[src/rtl/core/wfba_pkg.sv]
// ----------------------------------------------------------------------------
// wfba_pkg: shared types and constants for the worst-fit block allocator
// Table geometry, operation codes, scan word, cell write control, sequencer states and the saturation helper.
// ----------------------------------------------------------------------------
package wfba_pkg;

	localparam int BLOCKS    = 16;
	localparam int SIZE_BITS = 16;

	localparam int AMT_W   = 16;
	localparam int IDX_O_W = 4;
	localparam int SUM_W   = 20;
	localparam int IDX_W   = $clog2(BLOCKS);
	localparam int CNT_W   = $clog2(BLOCKS + 1);
	localparam int WIDE_W  = ((SIZE_BITS + IDX_W > SUM_W) ? SIZE_BITS + IDX_W : SUM_W) + 1;

	localparam logic [WIDE_W-1:0] SUM_MAX  = WIDE_W'((64'd1 << SUM_W) - 64'd1);
	localparam logic [WIDE_W-1:0] LEFT_MAX = WIDE_W'((64'd1 << AMT_W) - 64'd1);

	localparam logic OP_LOAD  = 1'b0;
	localparam logic OP_ALLOC = 1'b1;

	// Word moving down the row of cells during a scan.
	typedef struct packed {
		logic                 vld;
		logic                 found;
		logic [SIZE_BITS-1:0] size;
		logic [IDX_W-1:0]     idx;
	} scan_tok_t;

	// Broadcast write control to every cell.
	typedef struct packed {
		logic                 load;
		logic                 mark;
		logic [IDX_W-1:0]     sel;
		logic [SIZE_BITS-1:0] wdata;
	} cell_ctl_t;

	typedef enum logic [1:0] {
		ST_IDLE,
		ST_SCAN,
		ST_PICK
	} state_t;

	function automatic logic [SUM_W-1:0] sat_sum(input logic [WIDE_W-1:0] v);
		logic [SUM_W-1:0] r;
		r = (v > SUM_MAX) ? SUM_MAX[SUM_W-1:0] : v[SUM_W-1:0];
		return r;
	endfunction

endpackage

[src/rtl/core/worst_fit_block_allocator.sv]
// ----------------------------------------------------------------------------
// worst_fit_block_allocator: fixed-partition worst-fit block allocator
// Loads block sizes into a row of cells and places requests in the largest
// free block, tracking internal fragmentation and total free size.
// ----------------------------------------------------------------------------
//
//  channel | signals                          | dir | word
//  --------+----------------------------------+-----+---------------------------------
//  in      | in_valid / in_ready              | in  | op, amount
//  out     | out_valid / out_ready            | out | accepted, block_index, leftover,
//          |                                  |     | internal_total, free_total
//
// A load word finishes in the cycle it is taken; its result is registered
// at that edge, so loads can follow back to back. An allocate word walks the
// scan word through the row of BLOCKS cells, one cell per cycle; the last
// cell's word is registered as the winner, then ST_PICK registers the result
// and updates the table, and the next word can be taken once the sequencer
// is back in ST_IDLE. One word is in flight at a time; a new word is taken
// once the output register is empty or is being drained in that same cycle.
// Reset clears all flags, the load count and the running sums at once.
module worst_fit_block_allocator (
	input  logic                           clk,
	input  logic                           arst_n,
	input  logic                           in_valid,
	output logic                           in_ready,
	input  logic                           op,
	input  logic [wfba_pkg::AMT_W-1:0]     amount,
	output logic                           out_valid,
	input  logic                           out_ready,
	output logic                           accepted,
	output logic [wfba_pkg::IDX_O_W-1:0]   block_index,
	output logic [wfba_pkg::AMT_W-1:0]     leftover,
	output logic [wfba_pkg::SUM_W-1:0]     internal_total,
	output logic [wfba_pkg::SUM_W-1:0]     free_total
);
	import wfba_pkg::*;

	state_t state_q, state_d;

	logic                 out_valid_q;
	logic                 accepted_q;
	logic [IDX_O_W-1:0]   block_index_q;
	logic [AMT_W-1:0]     leftover_q;
	logic [SUM_W-1:0]     free_total_q;

	logic [CNT_W-1:0]     loaded_cnt_q;
	logic [SUM_W-1:0]     internal_q;
	logic [WIDE_W-1:0]    free_true_q;   // exact free sum, saturated only on output
	logic [AMT_W-1:0]     amount_q;
	scan_tok_t            best_q;

	scan_tok_t            tok_w [BLOCKS+1];
	cell_ctl_t            ctl;

	logic                 take_in;
	logic                 out_free;
	logic                 load_ok;
	logic [SIZE_BITS-1:0] load_size;
	logic                 fits;
	logic [SIZE_BITS-1:0] left;
	logic [WIDE_W-1:0]    left_w;
	logic [WIDE_W-1:0]    int_new;
	logic [WIDE_W-1:0]    free_after_load;
	logic [WIDE_W-1:0]    free_after_pick;

	assign out_free = !out_valid_q || out_ready;
	assign in_ready = (state_q == ST_IDLE) && out_free;
	assign take_in  = in_valid && in_ready;

	// load path
	assign load_ok         = (loaded_cnt_q < CNT_W'(BLOCKS));
	assign load_size       = SIZE_BITS'(amount);
	assign free_after_load = free_true_q + WIDE_W'(load_size);

	// pick path, from the registered winner of the scan
	assign fits            = best_q.found && (WIDE_W'(best_q.size) >= WIDE_W'(amount_q));
	assign left            = best_q.size - SIZE_BITS'(amount_q);
	assign left_w          = WIDE_W'(left);
	assign int_new         = WIDE_W'(internal_q) + left_w;
	assign free_after_pick = free_true_q - WIDE_W'(best_q.size);

	// scan word enters cell 0 when an allocate word is taken
	always_comb begin
		tok_w[0].vld   = take_in && (op == OP_ALLOC);
		tok_w[0].found = 1'b0;
		tok_w[0].size  = '0;
		tok_w[0].idx   = '0;
	end

	always_comb begin
		ctl.load  = take_in && (op == OP_LOAD) && load_ok;
		ctl.mark  = (state_q == ST_PICK) && fits;
		ctl.sel   = (state_q == ST_PICK) ? best_q.idx : IDX_W'(loaded_cnt_q);
		ctl.wdata = load_size;
	end

	for (genvar k = 0; k < BLOCKS; k++) begin : g_cell
		wfba_cell u_cell (
			.clk     (clk),
			.arst_n  (arst_n),
			.cell_idx(IDX_W'(k)),
			.ctl     (ctl),
			.tok_in  (tok_w[k]),
			.tok_out (tok_w[k+1])
		);
	end

	// sequencer
	always_comb begin
		state_d = state_q;
		unique case (state_q)
			ST_IDLE: begin
				if (take_in && op == OP_ALLOC) begin
					state_d = ST_SCAN;
				end
			end
			ST_SCAN: begin
				if (tok_w[BLOCKS].vld) begin
					state_d = ST_PICK;
				end
			end
			ST_PICK: state_d = ST_IDLE;
			default: state_d = ST_IDLE;
		endcase
	end

	always_ff @(posedge clk or negedge arst_n) begin
		if (!arst_n) begin
			state_q <= ST_IDLE;
		end else begin
			state_q <= state_d;
		end
	end

	// control state: counters, sums and output valid
	always_ff @(posedge clk or negedge arst_n) begin
		if (!arst_n) begin
			out_valid_q  <= 1'b0;
			loaded_cnt_q <= '0;
			internal_q   <= '0;
			free_true_q  <= '0;
		end else begin
			if (out_ready) begin
				out_valid_q <= 1'b0;
			end
			if (take_in && op == OP_LOAD) begin
				out_valid_q <= 1'b1;
				if (load_ok) begin
					loaded_cnt_q <= loaded_cnt_q + CNT_W'(1);
					free_true_q  <= free_after_load;
				end
			end
			if (state_q == ST_PICK) begin
				out_valid_q <= 1'b1;
				if (fits) begin
					internal_q  <= sat_sum(int_new);
					free_true_q <= free_after_pick;
				end
			end
		end
	end

	// payload registers
	always_ff @(posedge clk) begin
		if (take_in) begin
			amount_q <= amount;
		end
		if (state_q == ST_SCAN && tok_w[BLOCKS].vld) begin
			best_q <= tok_w[BLOCKS];
		end
		if (take_in && op == OP_LOAD) begin
			accepted_q    <= load_ok;
			block_index_q <= load_ok ? IDX_O_W'(loaded_cnt_q) : '0;
			leftover_q    <= '0;
			free_total_q  <= sat_sum(load_ok ? free_after_load : free_true_q);
		end
		if (state_q == ST_PICK) begin
			accepted_q    <= fits;
			block_index_q <= fits ? IDX_O_W'(best_q.idx) : '0;
			leftover_q    <= !fits ? '0 :
			                 (left_w > LEFT_MAX) ? LEFT_MAX[AMT_W-1:0] : left_w[AMT_W-1:0];
			free_total_q  <= sat_sum(fits ? free_after_pick : free_true_q);
		end
	end

	assign out_valid      = out_valid_q;
	assign accepted       = accepted_q;
	assign block_index    = block_index_q;
	assign leftover       = leftover_q;
	assign internal_total = internal_q;
	assign free_total     = free_total_q;

endmodule

[src/rtl/core/wfba_cell.sv]
// ----------------------------------------------------------------------------
// wfba_cell: one table entry of the allocator
// Holds a block size and its flags; keeps the running best of the scan word.
// ----------------------------------------------------------------------------
module wfba_cell (
	input  logic                clk,
	input  logic                arst_n,
	input  logic [wfba_pkg::IDX_W-1:0] cell_idx,
	input  wfba_pkg::cell_ctl_t ctl,
	input  wfba_pkg::scan_tok_t tok_in,
	output wfba_pkg::scan_tok_t tok_out
);
	import wfba_pkg::*;

	logic                 loaded_q;
	logic                 used_q;
	logic [SIZE_BITS-1:0] size_q;
	logic                 hit;
	logic                 take;
	scan_tok_t            tok_q;

	assign hit  = (ctl.sel == cell_idx);
	// strict greater keeps the lowest index on a tie
	assign take = loaded_q && !used_q && (!tok_in.found || size_q > tok_in.size);

	always_ff @(posedge clk or negedge arst_n) begin
		if (!arst_n) begin
			loaded_q <= 1'b0;
			used_q   <= 1'b0;
		end else if (ctl.load && hit) begin
			loaded_q <= 1'b1;
			used_q   <= 1'b0;
		end else if (ctl.mark && hit) begin
			used_q   <= 1'b1;
		end
	end

	always_ff @(posedge clk) begin
		if (ctl.load && hit) begin
			size_q <= ctl.wdata;
		end
	end

	always_ff @(posedge clk or negedge arst_n) begin
		if (!arst_n) begin
			tok_q <= '0;
		end else begin
			tok_q.vld <= tok_in.vld;
			if (tok_in.vld && take) begin
				tok_q.found <= 1'b1;
				tok_q.size  <= size_q;
				tok_q.idx   <= cell_idx;
			end else begin
				tok_q.found <= tok_in.found;
				tok_q.size  <= tok_in.size;
				tok_q.idx   <= tok_in.idx;
			end
		end
	end

	assign tok_out = tok_q;

endmodule

[config.mk]
export PLATFORM = sky130hd
export DESIGN_NAME = worst_fit_block_allocator
export DESIGN_NICKNAME = d
export VERILOG_FILES = /design/src/rtl/core/wfba_pkg.sv /design/src/rtl/core/worst_fit_block_allocator.sv /design/src/rtl/core/wfba_cell.sv
export SDC_FILE = /design/constraint.sdc
export NUM_CORES = 1
export LEC_CHECK = 0
export BUFFER_PORTS_ARGS = -buffer_cell sky130_fd_sc_hd__buf_2
export CORE_UTILIZATION = 40
export CTS_BUF_LIST = sky130_fd_sc_hd__clkbuf_4
export DETAILED_ROUTE_END_ITERATION = 10
export SKIP_CTS_REPAIR_TIMING = 1
export SLEW_MARGIN = 20
export SYNTH_ARGS = -nofsm -noshare
export SYNTH_HDL_FRONTEND = slang
export SYNTH_SLANG_ARGS = --single-unit
[constraint.sdc]
create_clock -name clk -period 4.3 [get_ports clk]
set_input_delay 0.645 -clock clk [delete_from_list [all_inputs] [get_ports clk]]
set_output_delay 0.645 -clock clk [all_outputs]
set_load 0.02 [all_outputs]
Word level (Yosys, flattened, before mapping)
Index checks and enable logic that the tools add are counted.
{"block": "word_totals", "register_bits": 767, "in_bits": 21, "out_inout_bits": 63, "word_cells": 404}
{"block": "op_classes", "addsub": 5, "magnitude_cmp": 21, "eq_ne": 19, "n_mux": 75, "bitwise_logic": 1, "n_reduce_logical": 158}
{"cell": "$mux W21", "count": 21}
{"cell": "$gt A16 B16 Y1", "count": 15}
{"cell": "$mux W20", "count": 5}
{"cell": "$logic_and A1 B1 Y1", "count": 87}
{"cell": "$mux W16", "count": 4}
{"cell": "$gt A21 B20 Y1 const B", "count": 3}
{"cell": "$mux W1", "count": 37}
{"cell": "$reduce_bool A2 Y1", "count": 17}
{"cell": "$eq A4 B4 Y1 const B", "count": 8}
{"cell": "$logic_not A1 Y1", "count": 32}
{"cell": "$add A20 B16 Y21", "count": 1}
{"cell": "$add A21 B16 Y21", "count": 1}
{"cell": "$sub A21 B16 Y21", "count": 1}
{"cell": "$mux W4", "count": 5}
{"cell": "$eq A4 B3 Y1 const B", "count": 4}
{"cell": "$ge A16 B16 Y1", "count": 1}
{"cell": "$gt A16 B16 Y1 const B", "count": 1}
{"cell": "$logic_or A1 B1 Y1", "count": 16}
{"cell": "$sub A16 B16 Y16", "count": 1}
{"cell": "$eq A4 B2 Y1 const B", "count": 2}
{"cell": "$reduce_and A2 Y1", "count": 3}
{"cell": "$add A5 B1 Y5 const B", "count": 1}
{"cell": "$lt A5 B5 Y1 const B", "count": 1}
{"cell": "$eq A4 B1 Y1 const B", "count": 1}
{"cell": "other kinds (9)", "count": 11}

Longest topological paths before layout
Gate-level depths: netlist of run 1.
{"block": "depth", "word_depth": 8, "depth_mapped": 19, "depth_no_buf": 18}

By module
A second synthesis of run 1 with hierarchy kept.
{"block": "unflattened", "cells_unflattened": 4184, "area_unflattened_um2": 43873.3}
{"module": "wfba_cell", "instances": 16, "cells_each": 208, "area_each_um2": 2212.1, "seq_area_each_um2": 1081.0}
{"module": "worst_fit_block_allocator", "instances": 1, "cells_each": 856, "area_each_um2": 8479.4, "seq_area_each_um2": 3568.4}

Least setup slack after synthesis of run 1
Ideal clock, no wire load.
{"block": "synth_path", "path_kind": "input-to-reg", "startpoint": "input port out_ready", "endpoint": "register g_cell[12].u_cell.size_q[0] (enable)", "setup_ns": 0.391, "arrival_ns": 3.428, "required_time_ns": 3.909, "setup_slack_ns": 0.482, "path_stages": 8, "n_path_buf": 1, "path_cell_list": "nand2b_1 nor3b_1 and2_1 nand2b_1 nor2_1 buf_2 nand2_1 nor2_1"}
{"block": "synth_via", "elab_chain_len": 6}
{"element": "start: declaration", "line_no": "worst_fit_block_allocator.sv:29", "source": "input logic out_ready,"}
{"element": "$logic_or A1 B1 Y1", "line_no": "worst_fit_block_allocator.sv:66", "source": "assign out_free = !out_valid_q || out_ready;"}
{"element": "$logic_and A1 B1 Y1", "line_no": "worst_fit_block_allocator.sv:67", "source": "assign in_ready = (state_q == ST_IDLE) && out_free;"}
{"element": "net in_ready", "line_no": "worst_fit_block_allocator.sv:25", "source": "output logic in_ready,"}
{"element": "$logic_and A1 B1 Y1", "line_no": "worst_fit_block_allocator.sv:68", "source": "assign take_in = in_valid && in_ready;"}
{"element": "net take_in", "line_no": "worst_fit_block_allocator.sv:55", "source": "logic take_in;"}
{"element": "$logic_and A1 B1 Y1 (2 in a row)", "line_no": "worst_fit_block_allocator.sv:91", "source": "ctl.load = take_in && (op == OP_LOAD) && load_ok;"}
{"element": "$logic_and A1 B1 Y1", "line_no": "wfba_cell.sv:39", "source": "if (ctl.load && hit) begin"}
{"element": "end signal: assignment", "line_no": "wfba_cell.sv:40", "source": "size_q <= ctl.wdata;"}
{"element": "end: declaration", "line_no": "wfba_cell.sv:17", "source": "logic [SIZE_BITS-1:0] size_q;"}
The timed path passes the listed nets, and every way through them passes these cells.
A chain may end at the register's enable or synchronous reset.

Worst setup path in the final report of run 1
{"block": "layout_path", "startpoint": "register best_q[4] in the netlist's numbering", "endpoint": "register internal_q[19], in the netlist internal_total[19]"}
{"block": "layout_via", "elab_chain_len": 4, "elab_cells_between_ends": 7, "classes_between": "add/sub (2); order compare (2); mux (1); reduce/logical (2)"}
{"element": "start: declaration", "line_no": "worst_fit_block_allocator.sv:50", "source": "scan_tok_t best_q;"}
{"element": "start signal: assignment", "line_no": "worst_fit_block_allocator.sv:169", "source": "best_q <= tok_w[BLOCKS];"}
{"element": "$sub A16 B16 Y16", "line_no": "worst_fit_block_allocator.sv:77", "source": "assign left = best_q.size - SIZE_BITS'(amount_q);"}
{"element": "$add A20 B16 Y21", "line_no": "worst_fit_block_allocator.sv:79", "source": "assign int_new = WIDE_W'(internal_q) + left_w;"}
{"element": "$gt A21 B20 Y1", "line_no": "wfba_pkg.sv:47", "source": "r = (v > SUM_MAX) ? SUM_MAX[SUM_W-1:0] : v[SUM_W-1:0];"}
{"element": "$mux W20", "line_no": "wfba_pkg.sv:47"}
{"element": "end signal: assignment", "line_no": "worst_fit_block_allocator.sv:156", "source": "internal_q <= sat_sum(int_new);"}
{"element": "end: declaration", "line_no": "worst_fit_block_allocator.sv:47", "source": "logic [SUM_W-1:0] internal_q;"}
Several ways; a longest one is shown, not always the timed one.

==> results.sh, run 1 <==
export IMPL_cellLeakagePower_nw=17.84
export IMPL_total_power_w=0.01932
export IMPL_cts_path_max_buffers=3
export IMPL_core_area_um2=88240
export IMPL_synth_ff_type="dfrtp_1"
export IMPL_die_y_um=300.2
export IMPL_cp_slowest_stage_delay_ps=390
export IMPL_synth_area_top_cells="dfrtp_1 (29%), edfxtp_1 (28%), ha_1 (11%)"
export IMPL_drive_gt1_share_pct=23.60
export IMPL_pin_count=84
export IMPL_hold_violations=0
export IMPL_antenna_found_initial=11
export IMPL_yosysSeqAreaShare_pct=57.59
export IMPL_grt_pass1_wl_um=134000
export IMPL_grt_pass1_vias=23934
export IMPL_power_density_nw_per_um2=476.0
export IMPL_cts_sinks=752
export IMPL_ant_nets=0
export IMPL_crit_top_cell="a21o_1"
export IMPL_layout_setup_ws_ps=239.8
export IMPL_post_drt_via_cell_ratio=5.109
export IMPL_finish_instance_area_um2=40580
export IMPL_max_slew_margin_pct=29.80
export IMPL_synth_top_area_share_pct=29.40
export IMPL_p_clk_share_pct=33.2
export IMPL_die_width_um=300.2
export IMPL_p_sw_share_pct=31.29
export IMPL_num_vias=22745
export IMPL_worstSetupEndpointType="flop"
export IMPL_ys_types=75
export IMPL_fin_crit_sh_pct=94.42
export IMPL_gp_congestion=0.9210
export IMPL_worstPathCellList="inv_1 > ha_1 > fa_1 > nand2b_1 > a211oi_2 > o31ai_1 > a21o_1 > nand2b_1 > xor2_1 > ha_1 > a21o_1 > a21o_1 > a21oi_1 > o21a_1 > o21ai_1 > a21o_1 > nand3_1 > mux2_1"
export IMPL_worstMarginPinSlew_ps=1053
export IMPL_synth_nets=3146
export IMPL_routed_wl_um=85700
export IMPL_synth_avg_cell_area_um2=12.64
export IMPL_clk_latency_ps=1070
export IMPL_area_delta_synth_final_pct=14.07
export IMPL_critPathMaxFanout=6
export IMPL_criticalPathCategory="reg2reg"
export IMPL_synth_area_um2=35580
export IMPL_final_max_slew_viol_count=0
export IMPL_hpwl_um=62380
export IMPL_dr_pass1_iters=6
export IMPL_cp_arrival_ps=4950
export IMPL_cts_buffers=196
export IMPL_period_minus_slack_ps=4060
export IMPL_overflow=0
export IMPL_n_fill_cell=8033
export IMPL_cts_root_buffer="clkbuf_4"
export IMPL_synth_async_reset_ratio_pct=55.59
export IMPL_slowest_stage="fa_1"
export IMPL_grt_max_degree=85
export IMPL_cp_start_kind="flop"
export IMPL_place_ws_ps=95.59
export IMPL_port_buffers=83
export IMPL_internal_power_w=0.01327
export IMPL_fin_hold_ws_ps=200.7
export IMPL_place_area_um2=37800
export IMPL_crit_required_ps=5190
export IMPL_status="finished clean"
export IMPL_htreeDepth=4
export IMPL_synth_edff_count=334
export IMPL_rows=109
export IMPL_max_freq_mhz=246.3
export IMPL_setup_viol=0
export IMPL_drt_iter0_markers=1126
export IMPL_wl_per_cell_um=19.25
export IMPL_hold_class="in2reg"
export IMPL_cap_violations=0
export IMPL_ir_worst_vdd_mv=0.2084
export IMPL_p_switching_w=0.006044
export IMPL_num_nets_final=3449
export IMPL_synth_top_area_cell="dfrtp_1"
export IMPL_setup_tns_ps=0
export IMPL_initial_core_util_pct=40.32
export IMPL_drc=0
export IMPL_pwr_share_seq_pct=44.5
export IMPL_ys_ff_latch=752
export IMPL_cts_tree="yes"
export IMPL_fin_skew_ps=78.77
export IMPL_gr_usage_all_layers_pct=19.40
export IMPL_clk_pin_slew_ps=70
export IMPL_die_area_um2=90140
export IMPL_combPwrFrac_pct=22.3
export IMPL_ys_warn_count=0
export IMPL_synthCells=2814
## routing by layer
metal  vias to the layer above  wire length [µm]  part of all wire [%]  track usage, %
li1                      10832                 -                     -               -
met1                     11270             37650                    44           24.45
met2                       503             42530                    50           33.15
met3                       140              3441                   4.0           3.606
met4                         0              2078                   2.4           7.070
met5                         -                 0                     0               0
## worst paths after layout
kind,to,cells past startpoint,startpoint,slack (ps)
worst max-delay path,internal_total[19]$_DFFE_PN0P_,18,best_q[4]$_DFFE_PP_,240
worst min-delay path,out_valid$_DFFE_PN0P_,3,out_ready,200
worst max register to register,internal_total[19]$_DFFE_PN0P_,18,best_q[4]$_DFFE_PP_,240
worst min register to register,g_cell[11].u_cell.tok_out[21]$_DFF_PN0_,0,g_cell[10].u_cell.tok_out[21]$_DFF_PN0_,370
max in group asynchronous,g_cell[13].u_cell.loaded_q$_DFFE_PN0P_,3,arst_n,2970
min in group asynchronous,out_valid$_DFFE_PN0P_,2,arst_n,210
## area by class of cell
class,instances,area [µm²],area share (%)
inverters,310,1164,2.867
clock buffers,286,2147,5.291
multi-input cells,1697,13720,33.80
flip-flops and latches,752,20490,50.49
well taps,1165,1458,3.592
repair buffers,160,1074,2.645
diodes,3,7.507,0.01850
clock inverters,79,524.3,1.292
## cell families (layout without fill, tap and decap cells)
| kind of cell | Yosys count | in the layout | synth area share [%] |
|---|---|---|---|
| DFF | 752 | 752 | 57.59 |
| and+or+nand+nor | 550 | 550 | 8.103 |
| AOI/OAI and AO/OA | 503 | 503 | 9.323 |
| buffers and inverters | 365 | 835 | 3.957 |
| adders and majority gates | 311 | 311 | 11.02 |
| muxes | 272 | 272 | 8.500 |
| xor gates and xnor gates | 61 | 61 | 1.502 |
| other | 0 | 3 | 0 |
## flip-flops by register name (all words and copies together), names as in the netlist, 16 cells and up
| name | flops |
|---|---|
| g_cell.u_cell.loaded_q | 16 |
| g_cell.u_cell.size_q | 256 |
| leftover | 16 |
| internal_total | 20 |
| g_cell.u_cell.used_q | 16 |
| best_q | 21 |
| free_true_q | 21 |
| free_total | 20 |
| amount_q | 16 |
| g_cell.u_cell.tok_out | 337 |
## through the flow
step / std cells / utilization [%]
after floorplan: 2814 / -
after global placement: 4076 / 42.83
after detailed placement: 4076 / 42.84
after CTS: 4441 / 45.87
after global routing: 4452 / 45.99
final: 4452 / 45.99
## worst max-delay path: cells and delay by family, from the launching register on
kind	cells	cell delay [ps]
buffers and inverters	1	60
AND/OR/NAND/NOR	3	380
flip-flops	1	370
multiplexers	1	330
adder cells (fa/ha/maj)	3	940
AO/OA/AOI/OAI	9	1650
XOR/XNOR	1	210
## power groups by stage
| stage | combinational, W | sequential [W] | clock [W] |
|---|---|---|---|
| floorplan | 0.00295 | 0.00867 | 0 |
| global placement | 0.00419 | 0.00872 | 0 |
| detailed placement | 0.00429 | 0.00872 | 0 |
| CTS | 0.00432 | 0.00859 | 0.00664 |
| global route | 0.00476 | 0.00866 | 0.00703 |
| finish | 0.00431 | 0.00859 | 0.00642 |
## synth_stat cells, types with 9 or more instances
| cell type | count |
|---|---|
| nor3_1 | 33 |
| edfxtp_1 | 334 |
| o21a_1 | 49 |
| a21oi_1 | 131 |
| nor2_1 | 112 |
| or2_2 | 47 |
| nand2b_1 | 34 |
| nand3b_1 | 15 |
| and3_1 | 21 |
| mux2i_1 | 31 |
| mux2_2 | 238 |
| nor2b_1 | 32 |
| dfrtp_1 | 418 |
| xor2_1 | 23 |
| a31oi_1 | 19 |
| clkbuf_1 | 26 |
| a21o_1 | 73 |
| o21ai_0 | 93 |
| nand2_1 | 96 |
| a22oi_1 | 18 |
| ha_1 | 307 |
| buf_2 | 17 |
| nand4_1 | 43 |
| o211ai_1 | 17 |
| xnor2_1 | 38 |
| a211oi_1 | 12 |
| o22a_1 | 16 |
| a211o_1 | 9 |
| nand3_1 | 47 |
| inv_1 | 308 |
| and2_1 | 38 |
## cell usage in the layout, fill, tap and decap left out, drive strengths merged, types with 16 or more instances in the layout
cell    synthesis  layout
nand4          43      43
clkbuf         27     286
nand3          47      47
a21oi         136     136
and3           21      21
a21o           73      73
buf            28     152
nor2          112     112
a31oi          19      19
edfxtp        334     334
o21ai          99      99
o21a           49      49
or2            47      47
nor3           33      33
nand2b         34      34
dfrtp         418     418
o22a           16      16
nand2          97      97
ha            307     307
a22oi          18      18
and2           39      39
o211ai         17      17
mux2          241     241
mux2i          31      31
nor2b          32      32
xor2           23      23
inv           310     318
clkinv          0      66
xnor2          38      38
Power figures use the tool's default switching activity.
==> inputs of run 2 (changes only) <==
Settings changed: REMOVE_ABC_BUFFERS set to 1.
==> results.sh, run 2 (synthesis results as in run 1) <==
export IMPL_drc=0
export IMPL_die_area_um2=90140
export IMPL_num_nets_final=3444
export IMPL_grt_pass1_wl_um=138300
export IMPL_critPathMaxFanout=6
export IMPL_p_clk_share_pct=32.4
export IMPL_setup_tns_ps=0
export IMPL_worstSetupEndpointType="flop"
export IMPL_cap_violations=0
export IMPL_final_max_slew_viol_count=0
export IMPL_final_common_cell="dfrtp_1"
export IMPL_cellLeakagePower_nw=17.80
export IMPL_place_area_um2=37830
export IMPL_overflow=0
export IMPL_setup_viol=0
export IMPL_grt_util_met2_pct=33.49
export IMPL_status="finished clean"
export IMPL_grt_pass1_vias=23913
export IMPL_htreeDepth=4
export IMPL_power_density_nw_per_um2=475.1
export IMPL_p_switching_w=0.006114
export IMPL_core_area_um2=88240
export IMPL_post_drt_via_cell_ratio=5.154
export IMPL_cts_path_max_buffers=3
export IMPL_stdcell_count=4447
export IMPL_cp_start_kind="flop"
export IMPL_area_delta_synth_final_pct=13.74
export IMPL_cp_arrival_ps=4940
export IMPL_period_minus_slack_ps=4055
export IMPL_fin_crit_sh_pct=94.31
export IMPL_worstMarginPinSlew_ps=1020
export IMPL_criticalPathCategory="reg2reg"
export IMPL_internal_power_w=0.01311
export IMPL_rsz0062_at_grt="false"
export IMPL_grt_max_degree=100
export IMPL_num_vias=22919
export IMPL_die_width_um=300.2
export IMPL_ant_nets=0
export IMPL_die_y_um=300.2
export IMPL_max_slew_margin_pct=31.98
export IMPL_total_power_w=0.01922
export IMPL_antenna_found_initial=8
export IMPL_routed_wl_um=89960
export IMPL_grt_util_met1_pct=26.53
export IMPL_wl_per_cell_um=20.23
export IMPL_crit_required_ps=5180
export IMPL_finish_instance_area_um2=40470
export IMPL_pwr_share_seq_pct=44.9
export IMPL_cts_sinks=752
export IMPL_clk_latency_ps=1050
export IMPL_dpl_cell_count=4078
export IMPL_hold_violations=0
export IMPL_fin_skew_ps=51.91
export IMPL_drive_gt1_share_pct=24.00
export IMPL_p_sw_share_pct=31.80
export IMPL_gp_congestion=0.8702
export IMPL_port_buffers=83
export IMPL_drt_iter0_markers=1386
export IMPL_final_cell_mix="dfrtp_1 (418), edfxtp_1 (334), inv_1 (308)"
export IMPL_cts_root_buffer="clkbuf_4"
export IMPL_layout_setup_ws_ps=244.7
export IMPL_cts_tree="yes"
export IMPL_cts_buffers=195
export IMPL_pin_count=84
export IMPL_initial_core_util_pct=40.32
export IMPL_rows=109
export IMPL_combPwrFrac_pct=22.7
export IMPL_clk_pin_slew_ps=60
export IMPL_place_ws_ps=99.67
export IMPL_largest_reg_flops=337
export IMPL_hpwl_um=65570
export IMPL_grt_use_met3_pct=4.112
export IMPL_ir_worst_vdd_mv=0.2402
export IMPL_max_freq_mhz=246.6
export IMPL_hold_class="in2reg"
export IMPL_gr_usage_all_layers_pct=20.29
export IMPL_dr_pass1_iters=5
export IMPL_grt_busiest_layer="met2"
## run 2: final cells by class
| cell class | count | area [µm²] |
|---|---|---|
| diodes | 3 | 7.507 |
| clock buffers | 292 | 2192 |
| clock inverters | 72 | 372.9 |
| fillers | 7935 | 47770 |
| inverters | 310 | 1164 |
| multi-input cells | 1697 | 13740 |
| flip-flops and latches | 752 | 20490 |
| well taps | 1165 | 1458 |
| repair buffers | 156 | 1039 |
## run 2: power by group through the flow
| stage | logic (W) | clock network (W) | registers (W) |
|---|---|---|---|
| 6_report | 0.00436 | 0.00623 | 0.00863 |
| 5_1_grt | 0.00483 | 0.00682 | 0.00870 |
| 4_1_cts | 0.00433 | 0.00646 | 0.00863 |
| 3_5_place_dp | 0.00430 | 0 | 0.00877 |
| 3_3_place_gp | 0.00422 | 0 | 0.00876 |
| 2_1_floorplan | 0.00291 | 0 | 0.00869 |
## run 2: worst paths after layout
kind / startpoint / to / slack (ps) / cells past startpoint
min in group asynchronous: arst_n / free_true_q[12]$_DFF_PN0_ / 260 / 2
max: best_q[4]$_DFFE_PP_ / internal_total[17]$_DFFE_PN0P_ / 240 / 18
min reg2reg: g_cell[4].u_cell.tok_out[21]$_DFF_PN0_ / g_cell[5].u_cell.tok_out[21]$_DFF_PN0_ / 370 / 0
min: op / g_cell[0].u_cell.tok_out[21]$_DFF_PN0_ / 60 / 3
max reg2reg: best_q[4]$_DFFE_PP_ / internal_total[17]$_DFFE_PN0P_ / 240 / 18
max in group asynchronous: arst_n / g_cell[4].u_cell.tok_out[12]$_DFF_PN0_ / 2920 / 3
## run 2: critical path, cell delays in order, from the launching register on
cell      delay [ps]
edfxtp_1         380
inv_1             60
ha_1             210
fa_1             410
nand2b_1         200
a211oi_2         310
o31ai_1          110
a21o_1           210
nand2b_1         120
xor2_2           160
ha_2             330
a21o_1           190
a21o_1           170
a21oi_1          190
o21a_1           160
o21ai_2           70
a21o_1           210
nand3_1           90
mux2_1           330
## run 2: routing by layer
layer | vias up | routed length, µm
met5 | - | 0
met4 | 0 | 2131
li1 | 10807 | -
met1 | 11377 | 40310
met2 | 609 | 42940
met3 | 126 | 4583
## run 2: metrics by stage
stage,hold slack (ps),utilization (%)
3_5_place_dp,364.3,42.87
3_3_place_gp,356.4,42.86
5_1_grt,3.023,45.86
2_1_floorplan,349.4,-
4_1_cts,-402.8,45.78
6_report,60.10,45.86
